[config.mk]
export PLATFORM = sky130hd
export DESIGN_NAME = olst_cell
export DESIGN_NICKNAME = d
export VERILOG_FILES = /design/src/rtl/core/ordered_list_store_assert.svh /design/src/rtl/core/olst_pkg.sv /design/src/rtl/core/olst_cell.sv
export SDC_FILE = /design/constraint.sdc
export NUM_CORES = 1
export LEC_CHECK = 0
export ABC_CLOCK_PERIOD_IN_PS = 4330
export BUFFER_PORTS_ARGS = -buffer_cell sky130_fd_sc_hd__buf_2
export CORE_AREA = 2 2 109 111
export DETAILED_ROUTE_END_ITERATION = 8
export DIE_AREA = 0 0 111 113
export PLACE_DENSITY = 0.71
export SETUP_SLACK_MARGIN = 0.3
export SYNTH_ARGS = -nofsm -noshare
export SYNTH_HDL_FRONTEND = slang
export SYNTH_SLANG_ARGS = --single-unit
[constraint.sdc]
create_clock -name clk_i -period 4.33 [get_ports clk_i]
set_clock_uncertainty 0.2 [all_clocks]
set_input_delay 0.2165 -clock clk_i [delete_from_list [all_inputs] [get_ports clk_i]]
set_output_delay 0.2165 -clock clk_i [all_outputs]
set_load 0.005 [all_outputs]
[src/rtl/core/ordered_list_store_assert.svh]
// Assertion macros for the ordered list store.
`ifndef ORDERED_LIST_STORE_ASSERT_SVH
`define ORDERED_LIST_STORE_ASSERT_SVH

// Same-cycle implication, sampled on clk_i, off while in reset.
`define OLS_ASSERT_NOW(label, ante, cons, msg) \
  label: assert property (@(posedge clk_i) disable iff (!rst_ni) (ante) |-> (cons)) \
    else $error(msg);

// Next-cycle implication, sampled on clk_i, off while in reset.
`define OLS_ASSERT_NEXT(label, ante, cons, msg) \
  label: assert property (@(posedge clk_i) disable iff (!rst_ni) (ante) |=> (cons)) \
    else $error(msg);

`endif

[src/rtl/core/olst_pkg.sv]
`default_nettype none

package olst_pkg;

  localparam int CAPACITY_DEF = 32;
  localparam int DATA_W       = 32;

  typedef enum logic [2:0] {
    REQ_CLEAR = 3'd0,
    REQ_INS   = 3'd1,
    REQ_DEL   = 3'd2,
    REQ_GET   = 3'd3,
    REQ_PRED  = 3'd4,
    REQ_SUCC  = 3'd5
  } req_e;

  typedef enum logic [1:0] {
    ST_OK       = 2'd0,
    ST_RANGE    = 2'd1,
    ST_NOTFOUND = 2'd2,
    ST_FULL     = 2'd3
  } status_e;

  // search token that walks the cell chain one cell per cycle
  typedef struct packed {
    logic              vld;
    logic              found;
    logic              pend;   // successor: match seen, take next cell
    logic [DATA_W-1:0] prev;   // entry of the cell just passed
    logic [DATA_W-1:0] result;
  } probe_t;

  typedef struct packed {
    logic shift_ins;
    logic shift_del;
    req_e op;
  } cell_ctl_t;

endpackage

`default_nettype wire

[src/rtl/core/olst_cell.sv]
`default_nettype none

module olst_cell #(
  parameter int IW  = 5,
  parameter int CW  = 6,
  parameter int IDX = 0
) (
  input  logic                      clk_i,
  input  logic                      rst_ni,
  input  olst_pkg::cell_ctl_t       ctl_i,
  input  logic [IW-1:0]             idx_i,
  input  logic [CW-1:0]             cnt_i,
  input  logic [olst_pkg::DATA_W-1:0] key_i,
  input  logic [olst_pkg::DATA_W-1:0] left_i,
  input  logic [olst_pkg::DATA_W-1:0] right_i,
  output logic [olst_pkg::DATA_W-1:0] entry_o,
  input  olst_pkg::probe_t          probe_i,
  output olst_pkg::probe_t          probe_o
);
  import olst_pkg::*;

  localparam logic [IW-1:0] MY_IDX = IW'(IDX);
  localparam logic [CW-1:0] MY_CNT = CW'(IDX);

  logic [DATA_W-1:0] entry_q, entry_d;
  probe_t            probe_q, probe_d;
  logic              in_use;

  assign in_use = MY_CNT < cnt_i;

  always_comb begin
    entry_d = entry_q;
    if (ctl_i.shift_ins && idx_i == MY_IDX) begin
      entry_d = key_i;
    end else if (ctl_i.shift_ins && idx_i < MY_IDX) begin
      entry_d = left_i;
    end else if (ctl_i.shift_del && idx_i <= MY_IDX) begin
      entry_d = right_i;
    end
  end

  always_comb begin
    probe_d      = probe_i;
    probe_d.prev = entry_q;
    if (probe_i.vld && !probe_i.found && in_use) begin
      case (ctl_i.op) inside
        REQ_GET, REQ_DEL: begin
          if (idx_i == MY_IDX) begin
            probe_d.found  = 1'b1;
            probe_d.result = entry_q;
          end
        end
        REQ_PRED: begin
          if (MY_IDX != '0 && entry_q == key_i) begin
            probe_d.found  = 1'b1;
            probe_d.result = probe_i.prev;
          end
        end
        REQ_SUCC: begin
          if (probe_i.pend) begin
            probe_d.found  = 1'b1;
            probe_d.result = entry_q;
          end else if (entry_q == key_i) begin
            probe_d.pend = 1'b1;
          end
        end
        default: begin
        end
      endcase
    end
  end

  always_ff @(posedge clk_i) begin
    entry_q <= entry_d;
  end

  always_ff @(posedge clk_i or negedge rst_ni) begin
    if (!rst_ni) begin
      probe_q <= '0;
    end else begin
      probe_q <= probe_d;
    end
  end

  assign entry_o = entry_q;
  assign probe_o = probe_q;

endmodule

`default_nettype wire

==> results.toml, run 1 <==
[place]
io_buffer_count = 215
place_ws_ns = 1.59
dp_hpwl_um = 7600
place_congestion = 0.793

[run_status]
status = "finished clean"

[yosys]
synth_most_common_cell = "dfrtp_1"
synthTopCellsByArea = "dfrtp_1, edfxtp_1, mux2_4"
synthDistinctLibCells = 24
synthCells = 258
syn_nets = 439
syn_area_sq_mm = 0.00427
synth-async-reset-ratio_pct = 67.7
synth_largest_area_cell = "dfrtp_1"
syn_avg_cell_area_sq_um = 16.6
ys_ff_latch = 99
seq_area_frac_synth_pct = 61.7
synth_ff_type = "dfrtp_1"
synth_warnings = 0
synth_edf_count = 32
synth_top_area_share_pct = 39.2
synthTopCellsByCount = "dfrtp_1, mux2_2, buf_4, edfxtp_1"

[power]
clock_power_share_pct = 41.1
pwr-share-comb_pct = 11.8
finalPower_mw = 2.14
p_seq_share_pct = 47.1
intPower_mw = 1.69
p_sw_mw = 0.442
sw_frac_of_total_pct = 20.7
powerDensity_mw_per_mm2 = 327
power_leakage_nw = 3.06
ir_drop_v = 0.000240

[clocking]
insertion_delay_ns = 0.34
numClockSinks = 99
cts_buffer_depth = 2
cts_buffers = 9
htreeDepth = 3
tritoncts = "yes"
cts_resized = 0
cts.clk_slew.worst_paths_ns = 0.07
root_buffer = "clkbuf_16"

[sta]
fin_setup_tns_ns = 0
fin_crit_sh_pct = 56.6
setup_violations = 0
timing.final.ws_setup_ns = 1.88
final-max-slew-violation-count = 0
worst_pin_slew_ns = 0.876
finalHoldViolCount = 0
max_freq_mhz = 408
min_period_ns = 2.45
relSlewSlack_pct = 41.6
rsz0062_at_grt = "no"

[drt]
num_vias = 3131
post_drt_wl_per_cell_um = 16.5
avgViaCountPerCell = 4.52
drt_iter0_drc = 129
dr.pass1.iters = 4
drt_wl_total_um = 11400
drcViolationCount = 0
drtAntennaViolNets = 0

[global_routing]
grt_overflow = 0
grt_first_pass_wirelength_um = 18200
grt_max_degree = 68
grt_pass1_vias = 3655
grt_antenna_before_repair = 0
track_usage_pct = 18.8

[floorplanning]
die_area_sq_mm = 0.0125
row_count = 39
start_util_pct = 37.9
core_area_sq_mm = 0.0113
ioPinCount = 280
fp.dieW_um = 111
die_h_um = 113

[cells_and_area]
seq_area_sq_mm = 0.00264
syn_to_final_growth_pct = 52.8
fillerInstances = 879
layout-drive-gt1-share_pct = 55.3
diodes = 0
multi_input_area_sq_mm = 0.00132
final_nets = 726

[critical_path]
critPathKind = "primary input to flop"
cpPeakStageDelay_ns = 0.56
required_ns = 4.22
r2r_cells = 4
worstSetupPathDepth = 7
path_cells = "buf_2 -> or4_4 -> nor2_1 -> nand2_1 -> buf_4 -> mux2_2 -> dlygate4sd3_1"
cp.arrival_ns = 2.34
crit_buf_inv = 3
worst_setup_path_start_kind = "primary input"
crit_family = "buffers and inverters"
cp-end-kind = "flop"
cp_slowest_cell = "or4_4"
crit_fanout = 32

[run]
cap_violations = 0

[worst_hold_path]
holdPathStages = 2
worstHoldPathType = "primary input to flop"
through the flow:
stage	hold WS (ns)	utilization, %	cells	area [sq um]
final	0.0214	57.9	693	6530
after global routing	0.0148	57.9	693	6530
after global placement	0.171	46.4	580	5230
after floorplan	-0.279	-	258	4270
after detailed placement	0.199	46.4	580	5230
after CTS	0.00281	57.9	693	6530
routing by layer:
metal	vias to the layer above	track usage, %	wire, um
li1	1453	-	-
met1	1513	20.5	4400
met2	144	34.4	5960
met3	21	5.25	770
met4	0	8.17	295
met5	-	0	0
logic make-up after synthesis:
logic type | after synthesis | share of synthesized area, %
AND/OR/NAND/NOR | 20 | 3.40
buffers and inverters | 39 | 7.46
flip-flops | 99 | 61.7
multiplexers | 64 | 19.4
AO/OA/AOI/OAI | 4 | 1.46
XOR/XNOR | 32 | 6.56
layout by cell type, fill, tap and decap left out, drive strengths merged:
cell type	n
buf	217
dlygate4sd3	97
dfrtp	67
mux2	64
edfxtp	32
xnor2	29
clkbuf	11
nand4	7
xor2	3
clkinv	3
or4	2
nor4	2
nor2	2
nand2	2
bufinv	2
inv	1
o311ai	1
nand4b	1
and2b	1
nor3	1
a41o	1
nor3b	1
and4b	1
o21bai	1
o21a	1
worst register-to-register path, cell delays in order, from the launching register on:
cell and delay, ns:
edfxtp_1 0.44, xnor2_1 0.24, nand4_1 0.17, nor4_1 0.36, a41o_1 0.22
state kept, by name, summed over array words and instances (netlist names):
register  count
probe_o      67
entry_o      32
power by group through the flow:
| stage | clock network (mW) | registers, mW | logic (mW) |
|---|---|---|---|
| 3_3_place_gp | 0 | 1.02 | 0.179 |
| 3_5_place_dp | 0 | 1.02 | 0.183 |
| 5_1_grt | 0.935 | 1.01 | 0.275 |
| 6_report | 0.877 | 1.01 | 0.253 |
| 2_1_floorplan | 0 | 1.03 | 0.0741 |
| 4_1_cts | 0.899 | 1.01 | 0.253 |
repair_timing:
action / 4_1_cts / 5_1_grt
buffers inserted: 0 / 0
endpoints found under the hold margin: 134 / 0
hold buffers: 97 / 0
path summary, 6_finish.rpt:
path | end | slack, ns | from
worst min-delay path | entry_o[13] | 0.02 | key_i[13]
worst max-delay path | entry_o[8] | 1.88 | idx_i[0]
worst min register to register | probe_o[50] | 0.25 | entry_o[18]
min in group asynchronous | probe_o[23] | 0.34 | rst_ni
worst max register to register | probe_o[64] | 2.65 | entry_o[23]
max in group asynchronous | probe_o[2] | 3.02 | rst_ni
area by class of cell:
type	count	share of cell area (%)
sequential	99	40.4
timing repair buffer	314	31.6
multi-input combinational	120	20.2
clock buffer	11	3.87
tap	143	2.74
clock inverter	5	1.15
inverter	1	0.0575
No activity file was read; power rests on OpenSTA's default activity.
==> inputs of run 2 (changes only) <==
--- a/config.mk
+++ b/config.mk
@@ -5,12 +5,11 @@
 export SDC_FILE = /design/constraint.sdc
 export NUM_CORES = 1
 export LEC_CHECK = 0
-export ABC_CLOCK_PERIOD_IN_PS = 4330
+export ABC_CLOCK_PERIOD_IN_PS = 2050
 export BUFFER_PORTS_ARGS = -buffer_cell sky130_fd_sc_hd__buf_2
-export CORE_AREA = 2 2 109 111
+export CORE_UTILIZATION = 38
 export DETAILED_ROUTE_END_ITERATION = 8
-export DIE_AREA = 0 0 111 113
-export PLACE_DENSITY = 0.71
+export PLACE_DENSITY = 0.74
 export SETUP_SLACK_MARGIN = 0.3
 export SYNTH_ARGS = -nofsm -noshare
 export SYNTH_HDL_FRONTEND = slang
==> constraint.sdc (replaced) <==
create_clock -name clk_i -period 2.05 [get_ports clk_i]
set_clock_uncertainty 0.2 [all_clocks]
set_input_delay 0.1025 -clock clk_i [delete_from_list [all_inputs] [get_ports clk_i]]
set_output_delay 0.1025 -clock clk_i [all_outputs]
set_load 0.005 [all_outputs]
==> results.toml, run 2 (synthesis results as in run 1) <==
[floorplanning]
die_h_um = 108
die_area_sq_mm = 0.0117
fp.dieW_um = 108
core_area_sq_mm = 0.0109
start_util_pct = 39.3
ioPinCount = 280
row_count = 38

[power]
power_leakage_nw = 3.08
p_seq_share_pct = 54.8
p_sw_mw = 0.868
clock_power_share_pct = 30.7
powerDensity_mw_per_mm2 = 588
pwr-share-comb_pct = 14.5
ir_drop_v = 0.000439
finalPower_mw = 3.87
intPower_mw = 3.00
sw_frac_of_total_pct = 22.4

[place]
io_buffer_count = 215
dp_hpwl_um = 7520
place_ws_ns = -0.0763
place_congestion = 0.707
dp.cells = 581

[critical_path]
required_ns = 2.09
worst_setup_path_start_kind = "primary input"
cp-end-kind = "flop"
critPathKind = "primary input to flop"
crit_fanout = 20
cp.arrival_ns = 1.78

[sta]
whs_ns = 0.0675
fin_setup_tns_ns = 0
rsz0062_at_grt = "no"
timing.final.ws_setup_ns = 0.314
worst_pin_slew_ns = 0.373
final-max-slew-violation-count = 0
max_freq_mhz = 576
relSlewSlack_pct = 75.1
setup_violations = 0
fin_crit_sh_pct = 84.7
finalHoldViolCount = 0
min_period_ns = 1.74

[worst_hold_path]
worstHoldPathType = "primary input to flop"

[global_routing]
grt_overflow = 0
grt_pass1_vias = 3531
grt_first_pass_wirelength_um = 17300
track_usage_pct = 20.2
grt_antenna_before_repair = 0
grt_max_degree = 68

[clocking]
cts.clk_slew.worst_paths_ns = 0.09
insertion_delay_ns = 0.36
cts_buffer_depth = 2
tritoncts = "yes"
htreeDepth = 3
cts_buffers = 9
cts_setup_buffers = 0
root_buffer = "clkbuf_8"
numClockSinks = 99

[drt]
avgViaCountPerCell = 4.57
drcViolationCount = 0
num_vias = 3193
drt_wl_total_um = 11700
post_drt_wl_per_cell_um = 16.7
drt_iter0_drc = 87
drtAntennaViolNets = 0
dr.pass1.iters = 4

[cells_and_area]
finalNonFillerCells = 699
multi_input_area_sq_mm = 0.00138
layout-drive-gt1-share_pct = 55.6
final_nets = 735
seq_area_sq_mm = 0.00264
fillerInstances = 837
final_cell_mix = "buf_2, dlygate4sd3_1, dfrtp_1, mux2_2, edfxtp_1"
layout_commonest_cell = "buf_2"
diodes = 0
largest_reg_flops = 67
syn_to_final_growth_pct = 54.0

[run]
cap_violations = 0

[run_status]
status = "finished clean"
run 2: worst paths after layout:
check | start | end | slack (ns) | cells past startpoint
max | cnt_i[3] | probe_o[8] | 0.31 | 6
min | ctl_i[1] | probe_o[64] | 0.07 | 4
max reg2reg | entry_o[23] | probe_o[64] | 0.42 | 4
min reg2reg | entry_o[30] | probe_o[62] | 0.25 | 0
max in group asynchronous | rst_ni | probe_o[32] | 1.25 | 3
min in group asynchronous | rst_ni | probe_o[23] | 0.09 | 3
run 2: cell type report:
class | count | area share [%]
tap | 140 | 2.66
inverter | 1 | 0.0570
clock buffer | 15 | 2.68
timing repair buffer | 323 | 33.5
clock inverter | 1 | 0.0951
multi-input combinational | 120 | 20.9
sequential | 99 | 40.1
run 2: power groups by stage:
stage               Sequential [mW]  Clock [mW]  Combinational [mW]
floorplan                      2.17           0               0.158
finish                         2.12        1.19               0.560
global placement               2.16           0               0.387
detailed placement             2.16           0               0.400
CTS                            2.12        1.23               0.554
global route                   2.13        1.31               0.605
run 2: through the flow:
stage | utilization, % | area (sq um)
6_report | 60.4 | 6580
5_1_grt | 60.4 | 6580
4_1_cts | 60.2 | 6550
3_5_place_dp | 49.0 | 5340
3_3_place_gp | 49.0 | 5340
2_1_floorplan | - | 4320
run 2: repair_timing:
item	4_1_cts	5_1_grt
hold endpoints to repair	134	0
endpoints found under the setup margin	1	1
gates resized for setup	1	4
pin swaps	0	2
hold buffers	102	0
run 2: critical path, cell delays in order:
cell	delay (ns)
buf_2	0.10
or4_4	0.54
o311ai_4	0.27
o21bai_4	0.21
buf_12	0.22
mux2_4	0.32
run 2: layer usage:
layer / up-vias / global-route usage [%] / routed length (um)
met5: - / 0 / 0
met4: 0 / 8.32 / 274
met3: 19 / 5.61 / 733
met2: 141 / 37.3 / 6220
met1: 1567 / 21.4 / 4430
li1: 1466 / - / -
